`src/rtl/bcs_pkg.sv`:
```
// Shared types and constants for the binary content sniffer.
// Verdict codes, header byte array type and the signature byte values.
// No dependencies.
package bcs_pkg;

  localparam int unsigned HdrLen = 12;
  localparam int unsigned PosW   = 13;

  localparam logic [PosW-1:0] POS_MAX = 13'd8191;
  localparam logic [PosW-1:0] SIG_MIN_LEN  = 13'd8;
  localparam logic [PosW-1:0] WEBP_MIN_LEN = 13'd12;

  localparam logic [7:0] NULL_LIMIT_RST = 8'd5;

  // Control byte classification
  localparam logic [7:0] CTRL_LIMIT = 8'd32;
  localparam logic [7:0] CHR_TAB    = 8'h09;
  localparam logic [7:0] CHR_LF     = 8'h0A;
  localparam logic [7:0] CHR_CR     = 8'h0D;
  localparam logic [7:0] CHR_NUL    = 8'h00;

  // Signature bytes
  localparam logic [7:0] PNG_LEAD = 8'h89;
  localparam logic [7:0] JPG_FF   = 8'hFF;
  localparam logic [7:0] JPG_D8   = 8'hD8;
  localparam logic [7:0] CHR_UP_P = 8'h50;
  localparam logic [7:0] CHR_UP_N = 8'h4E;
  localparam logic [7:0] CHR_UP_G = 8'h47;
  localparam logic [7:0] CHR_UP_I = 8'h49;
  localparam logic [7:0] CHR_UP_F = 8'h46;
  localparam logic [7:0] CHR_UP_R = 8'h52;
  localparam logic [7:0] CHR_UP_W = 8'h57;
  localparam logic [7:0] CHR_UP_E = 8'h45;
  localparam logic [7:0] CHR_UP_B = 8'h42;
  localparam logic [7:0] CHR_UP_M = 8'h4D;
  localparam logic [7:0] CHR_8    = 8'h38;
  localparam logic [7:0] CHR_7    = 8'h37;
  localparam logic [7:0] CHR_9    = 8'h39;
  localparam logic [7:0] CHR_LO_A = 8'h61;

  typedef enum logic [2:0] {
    VERDICT_TEXT = 3'd0,
    VERDICT_PNG  = 3'd1,
    VERDICT_JPEG = 3'd2,
    VERDICT_GIF  = 3'd3,
    VERDICT_WEBP = 3'd4,
    VERDICT_BMP  = 3'd5,
    VERDICT_HEUR = 3'd6
  } verdict_e;

  typedef logic [HdrLen-1:0][7:0] hdr_t;

  typedef struct packed {
    logic [7:0] data_byte;
    logic       last_byte;
  } item_t;

endpackage

```
`src/rtl/bcs_channels.sv`:
```
// Valid/ready channel interfaces of the binary content sniffer.
// Input byte channel, verdict channel and configuration write channel.
// No dependencies.
interface bcs_in_if;
  logic       valid;
  logic       ready;
  logic [7:0] data_byte;
  logic       last_byte;

  modport source (output valid, output data_byte, output last_byte, input ready);
  modport sink   (input valid, input data_byte, input last_byte, output ready);
endinterface

interface bcs_out_if;
  logic       valid;
  logic       ready;
  logic       is_binary;
  logic [2:0] verdict;

  modport source (output valid, output is_binary, output verdict, input ready);
  modport sink   (input valid, input is_binary, input verdict, output ready);
endinterface

interface bcs_cfg_if;
  logic       valid;
  logic       ready;
  logic [7:0] data;

  modport source (output valid, output data, input ready);
  modport sink   (input valid, input data, output ready);
endinterface

```
`src/rtl/bcs_in_reg.sv`:
```
// Input register of the binary content sniffer.
// Depends on bcs_pkg and bcs_in_if.
module bcs_in_reg
  import bcs_pkg::*;
(
  input  logic       clk_i,
  input  logic       rst_ni,
  bcs_in_if.sink     in_i,
  input  logic       adv_i,
  output logic       valid_o,
  output item_t      item_o
);

  logic  valid_q, valid_d;
  item_t item_q;

  assign in_i.ready = !valid_q || adv_i;

  always_comb begin
    valid_d = valid_q;
    if (in_i.ready) begin
      valid_d = in_i.valid;
    end
  end

  always_ff @(posedge clk_i or negedge rst_ni) begin
    if (!rst_ni) begin
      valid_q <= 1'b0;
    end else begin
      valid_q <= valid_d;
    end
  end

  always_ff @(posedge clk_i) begin
    if (in_i.valid && in_i.ready) begin
      item_q.data_byte <= in_i.data_byte;
      item_q.last_byte <= in_i.last_byte;
    end
  end

  assign valid_o = valid_q;
  assign item_o  = item_q;

endmodule

```
`src/rtl/bcs_sig_match.sv`:
```
// File signature matcher: tests the header bytes in priority order.
// Depends on bcs_pkg.
module bcs_sig_match
  import bcs_pkg::*;
(
  input  hdr_t     hdr_i,
  input  logic     ge8_i,
  input  logic     ge12_i,
  output verdict_e sig_o
);

  logic is_png, is_jpg, is_gif, is_webp, is_bmp;

  always_comb begin
    is_png  = hdr_i[0] == PNG_LEAD && hdr_i[1] == CHR_UP_P &&
              hdr_i[2] == CHR_UP_N && hdr_i[3] == CHR_UP_G;
    is_jpg  = hdr_i[0] == JPG_FF && hdr_i[1] == JPG_D8 && hdr_i[2] == JPG_FF;
    is_gif  = hdr_i[0] == CHR_UP_G && hdr_i[1] == CHR_UP_I &&
              hdr_i[2] == CHR_UP_F && hdr_i[3] == CHR_8 &&
              (hdr_i[4] == CHR_7 || hdr_i[4] == CHR_9) && hdr_i[5] == CHR_LO_A;
    // RIFF container only counts once the WEBP tag bytes are in
    is_webp = ge12_i &&
              hdr_i[0] == CHR_UP_R && hdr_i[1] == CHR_UP_I &&
              hdr_i[2] == CHR_UP_F && hdr_i[3] == CHR_UP_F &&
              hdr_i[8] == CHR_UP_W && hdr_i[9] == CHR_UP_E &&
              hdr_i[10] == CHR_UP_B && hdr_i[11] == CHR_UP_P;
    is_bmp  = hdr_i[0] == CHR_UP_B && hdr_i[1] == CHR_UP_M;

    sig_o = VERDICT_TEXT;
    if (ge8_i) begin
      if (is_png) begin
        sig_o = VERDICT_PNG;
      end else if (is_jpg) begin
        sig_o = VERDICT_JPEG;
      end else if (is_gif) begin
        sig_o = VERDICT_GIF;
      end else if (is_webp) begin
        sig_o = VERDICT_WEBP;
      end else if (is_bmp) begin
        sig_o = VERDICT_BMP;
      end
    end
  end

endmodule

```
`src/rtl/bcs_tracker.sv`:
```
// Per-stream state: byte position, header capture, zero and control counts,
// and the verdict for the final byte. Depends on bcs_pkg and bcs_sig_match.
module bcs_tracker
  import bcs_pkg::*;
#(
  parameter int unsigned WINDOW = 256
) (
  input  logic       clk_i,
  input  logic       rst_ni,
  input  logic       en_i,
  input  item_t      item_i,
  input  logic [7:0] null_limit_i,
  output verdict_e   verdict_o
);

  localparam int unsigned CntW = $clog2(WINDOW + 1);
  localparam logic [PosW-1:0] WinLen = PosW'(WINDOW);

  logic [PosW-1:0] pos_q, pos_d, pos_next, checked, quarter;
  logic [CntW-1:0] zero_q, zero_d, zero_next;
  logic [CntW-1:0] ctrl_q, ctrl_d, ctrl_next;
  hdr_t            hdr_q, hdr_d;
  logic            in_win, is_zero, is_ctrl, heur;
  verdict_e        sig;

  always_comb begin
    in_win  = pos_q < WinLen;
    is_zero = item_i.data_byte == CHR_NUL;
    is_ctrl = item_i.data_byte < CTRL_LIMIT &&
              !(item_i.data_byte inside {CHR_TAB, CHR_LF, CHR_CR});

    // Capture the byte into its header slot while the header is filling
    for (int i = 0; i < HdrLen; i++) begin
      hdr_d[i] = (pos_q == PosW'(i)) ? item_i.data_byte : hdr_q[i];
    end

    pos_next  = (pos_q == POS_MAX) ? pos_q : pos_q + 1'b1;
    zero_next = zero_q + CntW'(in_win && is_zero);
    ctrl_next = ctrl_q + CntW'(in_win && is_ctrl);

    checked = (pos_next < WinLen) ? pos_next : WinLen;
    quarter = checked >> 2;
    heur    = (PosW'(zero_next) > PosW'(null_limit_i)) ||
              (PosW'(ctrl_next) > quarter);

    verdict_o = sig;
    if (sig == VERDICT_TEXT && heur) begin
      verdict_o = VERDICT_HEUR;
    end

    // Drop all counts once the stream ends
    pos_d  = item_i.last_byte ? '0 : pos_next;
    zero_d = item_i.last_byte ? '0 : zero_next;
    ctrl_d = item_i.last_byte ? '0 : ctrl_next;
  end

  bcs_sig_match u_sig_match (
    .hdr_i  (hdr_d),
    .ge8_i  (pos_next >= SIG_MIN_LEN),
    .ge12_i (pos_next >= WEBP_MIN_LEN),
    .sig_o  (sig)
  );

  always_ff @(posedge clk_i or negedge rst_ni) begin
    if (!rst_ni) begin
      pos_q  <= '0;
      zero_q <= '0;
      ctrl_q <= '0;
    end else if (en_i) begin
      pos_q  <= pos_d;
      zero_q <= zero_d;
      ctrl_q <= ctrl_d;
    end
  end

  always_ff @(posedge clk_i) begin
    if (en_i) begin
      hdr_q <= hdr_d;
    end
  end

endmodule

```
`src/rtl/binary_content_sniffer_core.sv`:
```
// Binary content sniffer: classifies a byte stream as image/binary or text.
//
// Channels:
//   in_i   - one stream byte per item (data_byte) with last_byte on the final one.
//   out_o  - one item per stream: is_binary and a verdict code (text, png, jpeg,
//            gif, webp, bmp, heuristic binary), issued for the final byte only.
//   cfg_i  - writes null_limit, the zero-byte count above which the stream is
//            binary. Always ready; write it only while no stream is in flight.
// Timing: a byte is registered at the input and processed there by the tracker,
//   which loads the verdict for a final byte into the output register, from which
//   the verdict is offered. One byte per cycle is sustained while no final byte
//   waits on a stalled out_o; the tracker update is the only per-byte loop.
// Stalls: while out_o is stalled, non-final bytes keep flowing; a final byte
//   waits in the input register until the pending verdict is taken.
// Reset: counters and valid flags clear, null_limit returns to 5. The header
//   capture is not reset; it is only read once the stream length covers it.
// Depends on bcs_pkg, bcs_channels, bcs_in_reg and bcs_tracker.
module binary_content_sniffer_core
  import bcs_pkg::*;
#(
  parameter int unsigned WINDOW = 256
) (
  input  logic     clk_i,
  input  logic     rst_ni,
  bcs_in_if.sink   in_i,
  bcs_out_if.source out_o,
  bcs_cfg_if.sink  cfg_i
);

  logic [7:0] limit_q;
  logic       s1_valid, adv;
  item_t      s1_item;
  verdict_e   verdict, verdict_q;
  logic       out_valid_q, out_valid_d;

  // Configuration register: always accept writes
  assign cfg_i.ready = 1'b1;

  always_ff @(posedge clk_i or negedge rst_ni) begin
    if (!rst_ni) begin
      limit_q <= NULL_LIMIT_RST;
    end else if (cfg_i.valid) begin
      limit_q <= cfg_i.data;
    end
  end

  // Advance the registered byte unless it ends a stream and the result slot
  // is occupied by a verdict nobody is taking
  assign adv = s1_valid &&
               (!s1_item.last_byte || !out_valid_q || out_o.ready);

  bcs_in_reg u_in_reg (
    .clk_i   (clk_i),
    .rst_ni  (rst_ni),
    .in_i    (in_i),
    .adv_i   (adv),
    .valid_o (s1_valid),
    .item_o  (s1_item)
  );

  bcs_tracker #(
    .WINDOW (WINDOW)
  ) u_tracker (
    .clk_i        (clk_i),
    .rst_ni       (rst_ni),
    .en_i         (adv),
    .item_i       (s1_item),
    .null_limit_i (limit_q),
    .verdict_o    (verdict)
  );

  // Result register: load on a final byte, clear when taken
  always_comb begin
    out_valid_d = out_valid_q;
    if (adv && s1_item.last_byte) begin
      out_valid_d = 1'b1;
    end else if (out_o.ready) begin
      out_valid_d = 1'b0;
    end
  end

  always_ff @(posedge clk_i or negedge rst_ni) begin
    if (!rst_ni) begin
      out_valid_q <= 1'b0;
    end else begin
      out_valid_q <= out_valid_d;
    end
  end

  always_ff @(posedge clk_i) begin
    if (adv && s1_item.last_byte) begin
      verdict_q <= verdict;
    end
  end

  assign out_o.valid     = out_valid_q;
  assign out_o.verdict   = verdict_q;
  assign out_o.is_binary = verdict_q != VERDICT_TEXT;

endmodule
```
`src/flat_wrapper.sv`:
```
// flat-port wrapper written by rule: the top's interface ports become plain ports
module binary_content_sniffer_core_flat import bcs_pkg::*;
#(
  parameter int unsigned WINDOW = 256
)
  (clk_i, rst_ni, in_i_valid, in_i_data_byte, in_i_last_byte, in_i_ready, out_o_valid, out_o_is_binary, out_o_verdict, out_o_ready, cfg_i_valid, cfg_i_data, cfg_i_ready);
  bcs_in_if in_i_i ();
  bcs_out_if out_o_i ();
  bcs_cfg_if cfg_i_i ();
  input  logic clk_i;
  input  logic rst_ni;
  input wire logic [$bits(in_i_i.valid)-1:0] in_i_valid;
  input wire logic [$bits(in_i_i.data_byte)-1:0] in_i_data_byte;
  input wire logic [$bits(in_i_i.last_byte)-1:0] in_i_last_byte;
  output wire logic [$bits(in_i_i.ready)-1:0] in_i_ready;
  output wire logic [$bits(out_o_i.valid)-1:0] out_o_valid;
  output wire logic [$bits(out_o_i.is_binary)-1:0] out_o_is_binary;
  output wire logic [$bits(out_o_i.verdict)-1:0] out_o_verdict;
  input wire logic [$bits(out_o_i.ready)-1:0] out_o_ready;
  input wire logic [$bits(cfg_i_i.valid)-1:0] cfg_i_valid;
  input wire logic [$bits(cfg_i_i.data)-1:0] cfg_i_data;
  output wire logic [$bits(cfg_i_i.ready)-1:0] cfg_i_ready;
  assign in_i_i.valid = in_i_valid;
  assign in_i_i.data_byte = in_i_data_byte;
  assign in_i_i.last_byte = in_i_last_byte;
  assign in_i_ready = in_i_i.ready;
  assign out_o_valid = out_o_i.valid;
  assign out_o_is_binary = out_o_i.is_binary;
  assign out_o_verdict = out_o_i.verdict;
  assign out_o_i.ready = out_o_ready;
  assign cfg_i_i.valid = cfg_i_valid;
  assign cfg_i_i.data = cfg_i_data;
  assign cfg_i_ready = cfg_i_i.ready;
  binary_content_sniffer_core #(.WINDOW(WINDOW)) u_core (.clk_i(clk_i), .rst_ni(rst_ni), .in_i(in_i_i), .out_o(out_o_i), .cfg_i(cfg_i_i));
endmodule
```
`config.mk`:
```
export PLATFORM = sky130hd
export DESIGN_NAME = binary_content_sniffer_core_flat
export DESIGN_NICKNAME = d
export VERILOG_FILES = /design/src/rtl/bcs_pkg.sv /design/src/rtl/bcs_channels.sv /design/src/rtl/bcs_in_reg.sv /design/src/rtl/bcs_sig_match.sv /design/src/rtl/bcs_tracker.sv /design/src/rtl/binary_content_sniffer_core.sv /design/src/flat_wrapper.sv
export SDC_FILE = /design/constraint.sdc
export NUM_CORES = 1
export LEC_CHECK = 0
export ABC_AREA = 1
export BUFFER_PORTS_ARGS = -buffer_cell sky130_fd_sc_hd__buf_2
export CAP_MARGIN = 5
export CELL_PAD_IN_SITES_DETAIL_PLACEMENT = 1
export CELL_PAD_IN_SITES_GLOBAL_PLACEMENT = 1
export CORE_MARGIN = 1
export CORE_UTILIZATION = 40
export CTS_CLUSTER_DIAMETER = 50
export CTS_CLUSTER_SIZE = 8
export DETAILED_ROUTE_END_ITERATION = 10
export PLACE_DENSITY_LB_ADDON = 0.25
export SYNTH_ARGS = -nofsm -noshare
export SYNTH_HDL_FRONTEND = slang
export SYNTH_SLANG_ARGS = --single-unit
```
`constraint.sdc`:
```
create_clock -name clk_i -period 4 [get_ports clk_i]
set_input_delay 0.8 -clock clk_i [delete_from_list [all_inputs] [get_ports clk_i]]
set_output_delay 0.8 -clock clk_i [all_outputs]
set_load 0.05 [all_outputs]
```
=== Yosys cells after proc, flatten, opt, wreduce, memory -nomap -nowiden ===
Index checks and enable logic that the tools add are counted.

* Register bits: 133

* $add $sub $neg: 3
* Order comparisons: 7
* Equality and inequality tests: 35
* Muxes and demuxes: 23
* Reduce and logical (&&, ||, !) cells: 41

{| class="wikitable"
|+ Operator list
! cell !! count
|-
| $eq A8 B7 Y1 const B || 15
|-
| $mux W8 || 10
|-
| $eq A13 B4 Y1 const B || 4
|-
| $mux W13 || 3
|-
| $eq A8 B8 Y1 const B || 4
|-
| $eq A13 B2 Y1 const B || 2
|-
| $eq A13 B3 Y1 const B || 2
|-
| $ge A13 B4 Y1 const B || 2
|-
| $logic_and A1 B1 Y1 || 26
|-
| $lt A13 B9 Y1 const B || 2
|-
| $eq A8 B4 Y1 const B || 3
|-
| $eq A8 B6 Y1 const B || 3
|-
| $add A9 B1 Y9 || 2
|-
| $mux W3 || 6
|-
| $mux W9 || 2
|-
| $add A13 B1 Y13 const B || 1
|-
| $eq A13 B1 Y1 const B || 1
|-
| $eq A13 B13 Y1 const B || 1
|-
| $logic_not A13 Y1 || 1
|-
| $gt A9 B11 Y1 || 1
|-
| $gt A9 B8 Y1 || 1
|-
| $logic_not A8 Y1 || 1
|-
| $lt A8 B6 Y1 const B || 1
|-
| $reduce_bool A3 Y1 || 2
|-
| 5 further kinds || 13
|}

=== Depth between registers and ports, before layout ===
* Depth after elaboration: 18
* Mapped depth: 23
* Mapped depth without buffers: 22

=== By module ===
Synthesis repeated with hierarchy kept, for this count alone.

* Cells, all modules: 928
* Area, all modules: 7973.9 um2

{| class="wikitable"
|+ By module, submodules not included
! module !! instances !! cells each !! area an instance (um2) !! sequential area each (um2)
|-
| bcs_tracker || 1 || 677 || 6387.4 || 3658.5
|-
| bcs_sig_match || 1 || 184 || 779.5 || 0.0
|-
| binary_content_sniffer_core || 1 || 52 || 491.7 || 317.8
|-
| bcs_in_reg || 1 || 15 || 315.3 || 295.3
|}

=== Worst setup path after synthesis ===
Ideal clock, no wire load.

* Path type: input to register
* Start: input port out_o_ready
* End: register u_core.u_tracker.hdr_q[0] in the netlist's numbering (enable)
* Library setup time: 476 ps
* Data arrival time: 3541 ps
* Required time: 3524 ps
* Slack: -16 ps
* Cell stages on the path: 5
* Buffers on the path: 1
* Path through: nor2_1 -> nand2_1 -> nand2_1 -> clkinv_1 -> buf_1

* Cells in the longest elaborated chain, start to end: 2

{| class="wikitable"
|+ Ends and longest elaborated chain
! element !! RTL line !! RTL
|-
| start, declared || flat_wrapper.sv:19 || <nowiki>input wire logic [$bits(out_o_i.ready)-1:0] out_o_ready;</nowiki>
|-
| $logic_or A1 B1 Y1 || binary_content_sniffer_core.sv:50 || <nowiki>(!s1_item.last_byte || !out_valid_q || out_o.ready);</nowiki>
|-
| $logic_and A1 B1 Y1 || binary_content_sniffer_core.sv:49 || <nowiki>assign adv = s1_valid &&</nowiki>
|-
| named net u_core.adv || binary_content_sniffer_core.sv:31 || <nowiki>logic s1_valid, adv;</nowiki>
|-
| end signal, assigned || bcs_tracker.sv:78 || <nowiki>hdr_q <= hdr_d;</nowiki>
|-
| end, declared || bcs_tracker.sv:22 || <nowiki>hdr_t hdr_q, hdr_d;</nowiki>
|}

The timed path passes the listed nets, and every way through them passes these cells.
A chain may end at the register's enable or synchronous reset.

=== Worst setup path in the final report ===
* Start: register u_core.u_in_reg.item_q (netlist bit u_core.u_in_reg.item_o[5])
* End: register u_core.verdict_q[1] (netlist: u_core.out_o.verdict[1]), data pin

* Cells in the longest elaborated chain, start to end: 17
* Elaborated cells on any way between the ends: 75
* Those cells by class: 2 x add/sub; 3 x order compare; 25 x eq/ne; 16 x mux; 29 x reduce/logical

{| class="wikitable"
|+ Ends and longest elaborated chain
! element !! RTL line !! RTL
|-
| start, declared || bcs_in_reg.sv:15 || <nowiki>item_t item_q;</nowiki>
|-
| branches (longest 17 deep; another with $gt A9 B11 Y1) || -- ||
|-
| end signal, assigned || binary_content_sniffer_core.sv:92 || <nowiki>verdict_q <= verdict;</nowiki>
|-
| end, declared || binary_content_sniffer_core.sv:33 || <nowiki>verdict_e verdict, verdict_q;</nowiki>
|}

Several ways; the timed one is not identified.

==> summary.md <==
| Metric | Value |
|---|---|
| Result of the run | completed |
| Clk_lat worst skew | 0.42 ns |
| Setup TNS Final | 0 ns |
| First-pass GRT wire length | 34700 um |
| GR Overflow Total | 0 |
| Number of antenna violations at the first check in global routing | 0 |
| Setup repair after global routing missed its margin | no |
| Sequential-to-total area share from yosys stat | 0.482 |
| Met1 layer wirelength in the final routing | 9890 um |
| Max cap viols | 0 |
| Crit Path Class | reg2reg |
| CP Max Fanout | 7 |
| Hold WC Path Type | reg2reg |
| DR vias | 6404 |
| Adder-Cell Fraction of Synth Area | 0.0397 |
| Data required time of the critical path | 4.18 ns |
| Setup violations, final | 0 |
| Synth Instances | 955 |
| Pwr per Cell Area | 466 mW/mm^2 |
| Post-route fraction of the period consumed by the critical path | 0.928 |
| Worst relative slew slack | 0.348 |
| Flip-flop cell with the highest count after synthesis | edfxtp_1 |
| Yosys warns | 0 |
| DP Wirelength | 15100 um |
| Mean instance size in the synthesized netlist | 8.24 sq um |
| Total die area | 0.0202 sq mm |
| Placement Rows | 50 |
| Number of failing hold endpoints at the final stage | 0 |
| Sequence of cells on the critical path | clkinvlp_4, nand2_1, nor3_1, ha_1, ha_1, nand3_1, nor3_1, nor2_1, ha_1, nand2_1, nor4_1, o211ai_1, nand4_1, nand2_1 |
| Overall routed net length | 21300 um |
| Starting utilization of the core area | 0.414 |
| Total GRT Usage | 0.225 |
| Buffers added on ports | 27 |
| Kind of cell adding the most delay to the critical path | simple AND/OR/NAND/NOR gates |
| Largest family of logic cells by synthesized area | simple AND/OR/NAND/NOR gates |
| Worst vdd ir | 316 uV |
| Critical Path Sink Type | flip-flop |
| Post-synthesis to final-layout area growth | 11.8% |
| Share of cell area taken by muxes after synthesis | 0.00143 |
| Remaining design rule violation count | 0 |
| Leakage dissipation | 4.12 nW |
| Die H | 142 um |
| H-tree depth reported by CTS | 4 |
| Routed length on met2 | 10500 um |
| Cell Area, Synth | 0.00787 sq mm |
| Placed Cells incl. Taps | 1226 |
| Number of standard cells in the layout, taps in and fillers out | 1265 |
| Bufs and invs on worst path | 1 |
| Top routing layer in use | met4 |
| Post-synthesis simple-gate area fraction | 0.282 |
| Vias per std cell | 5.06 |
| Clock slew at the register clock pins of the worst setup and hold paths | 0.06 ns |
| Clock period minus worst slack | 3.71 ns |
| Synth Area in XOR/XNOR | 0.0178 |
| WHS | 0.507 ns |
| Async set or reset register ratio after synthesis | 0.308 |
| Hold_buf cts | 0 |
| Post-route ant nets | 0 |
| Maximum clock frequency | 269 MHz |
| Detail Route met3 WL | 468 um |
| First DRT Iteration DRCs | 430 |
| Seq cells post-synth | 133 |
| Core ar. | 0.0190 sq mm |
| Final Wtd Congestion | 0.846 |
| Cell at the root of the clock tree | clkbuf_16 |
| Wire length per cell after detailed routing | 16.9 um |
| Number of diodes | 0 |
| Crit path DAT | 3.89 ns |
| Share of layout cells above drive strength 1 | 0.131 |
| Critical path startpoint category | flip-flop |
| Total power | 4.10 mW |
| Critical-path top delay cell | edfxtp_1 |
| Number of nets in the final layout | 1039 |
| Final setup skew | 0.00743 ns |
| Initial DRT Pass Iterations | 5 |
| CTS tree | yes |
| EDFF count, synth | 92 |
| Compound-cell area share of the yosys netlist | 0.0785 |
| Delay of the slowest cell on the worst path | 0.59 ns |
| Via count of the first global-routing pass | 6620 |
| Slew at the pin closest to its max-slew limit | 0.978 ns |
| Clock buffer count from CTS | 17 |
| Unique masters post-synth | 41 |
| Number of max-slew violations in the final report | 0 |
| Overall die width | 142 um |
| Pin count of the biggest net entering global routing | 91 |
| Clock sink count | 133 |
| Boundary Pins | 29 |
| Max Root-Sink Buffers | 2 |
[area by class of cell]
class	instances	area, sq um
fill	2345	10200
sequential	133	3790
clock inverter	13	109
clock buffer	19	433
inverter	145	553
timing repair buffer	43	265
multi-input combinational	652	3320
tap	260	325
[report_power, final]
| part | internal [mW] | switching [mW] | total (mW) |
|---|---|---|---|
| clock network | 0.850 | 0.610 | 1.46 |
| logic | 0.258 | 0.634 | 0.892 |
| registers | 1.69 | 0.0627 | 1.75 |
[cell usage in the layout, fill, tap and decap left out, drive strengths merged]
master / netlist / routed
dfstp: 2 / 2
nand3: 84 / 84
inv: 144 / 144
clkinvlp: 0 / 6
nor4: 1 / 1
nor3: 13 / 13
dfrtp: 39 / 39
clkinv: 1 / 7
o32ai: 1 / 1
nor2: 108 / 108
or2: 2 / 2
xor2: 16 / 16
edfxtp: 92 / 92
o211ai: 1 / 1
bufinv: 0 / 1
o41ai: 1 / 1
ha: 25 / 25
o22ai: 15 / 15
o31ai: 1 / 1
mux2: 1 / 1
o21ai: 76 / 76
or3: 1 / 1
buf: 19 / 42
nand2: 277 / 277
conb: 1 / 3
a21oi: 14 / 14
nand4: 11 / 11
and2: 1 / 1
clkbuf: 8 / 20
[sequential cells by signal, indices dropped and copies added (netlist names)]
signal	count
u_core.out_o.verdict	3
u_core.u_tracker.hdr_q	80
u_core.out_o.valid	1
u_core.u_tracker.ctrl_q	9
u_core.u_in_reg.valid_o	1
u_core.u_in_reg.item_o	9
u_core.limit_q	8
u_core.u_tracker.zero_q	9
u_core.u_tracker.pos_q	13
[kinds of logic after synthesis]
kind of cell	Yosys count
buf+inv	172
other cells	1
flops	133
compound gates	109
mux	1
simple gates	498
xor+xnor	16
fa+ha+maj	25
[synth_stat cells (4+ instances only)]
cell type    n  area (sq um)
nand2_1    261           980
inv_1      140           526
edfxtp_1    92          2760
nor2_1      90           338
nand3_1     84           420
o21ai_0     47           235
dfrtp_1     39           976
ha_1        25           313
o21ai_1     19          95.1
xor2_1      16           140
o22ai_1     15          93.8
a21oi_1     13          65.1
buf_6       12           135
nor3_1      12          60.1
nand4_1     11          68.8
nand2_2     10          62.6
o21ai_2     10          87.6
nor2_2       9          56.3
clkbuf_1     8          30.0
nor2_4       7          78.8
buf_4        5          37.5
nand2_4      5          56.3
inv_2        4          15.0
[metrics by stage]
step	util	instance area (sq um)	worst slack, ns
after floorplan	-	7880	0.107
after global placement	0.431	8190	0.197
after detailed placement	0.431	8190	0.155
after CTS	0.459	8730	0.0761
after global routing	0.463	8800	0.0135
final	0.463	8800	0.286
[worst min-delay path: stages, from the launching register on]
cell	delay, ns
dfrtp_1	0.35
nand2_1	0.05
o21ai_0	0.06
[worst paths after layout]
kind | start | endpoint | slack, ns | depth (start not counted)
setup / recovery | u_core.u_in_reg.item_o[5]$_DFFE_PP_ | u_core.out_o.verdict[1]$_SDFFCE_PP1P_ | 0.29 | 14
hold / removal | u_core.u_tracker.zero_q[8]$_DFFE_PN0P_ | u_core.u_tracker.zero_q[8]$_DFFE_PN0P_ | 0.51 | 2
setup reg to reg | u_core.u_in_reg.item_o[5]$_DFFE_PP_ | u_core.out_o.verdict[1]$_SDFFCE_PP1P_ | 0.29 | 14
hold reg to reg | u_core.u_tracker.zero_q[8]$_DFFE_PN0P_ | u_core.u_tracker.zero_q[8]$_DFFE_PN0P_ | 0.51 | 2
max in group asynchronous | rst_ni | u_core.limit_q[1]$_DFFE_PN0P_ | 2.86 | 1
min in group asynchronous | rst_ni | u_core.u_tracker.pos_q[9]$_DFFE_PN0P_ | 0.53 | 1
[repair_timing]
item / in CTS / in global routing
buffers inserted: 0 / 7
resized for setup: 0 / 5
endpoints found under the setup margin: 0 / 2
[metal layers]
layer	vias up	global-route usage
li1	3173	-
met2	65	0.384
met1	3136	0.289
met5	-	0
met4	0	0.0804
met3	30	0.0360
Note: power is estimated with default switching activity, not from simulation.
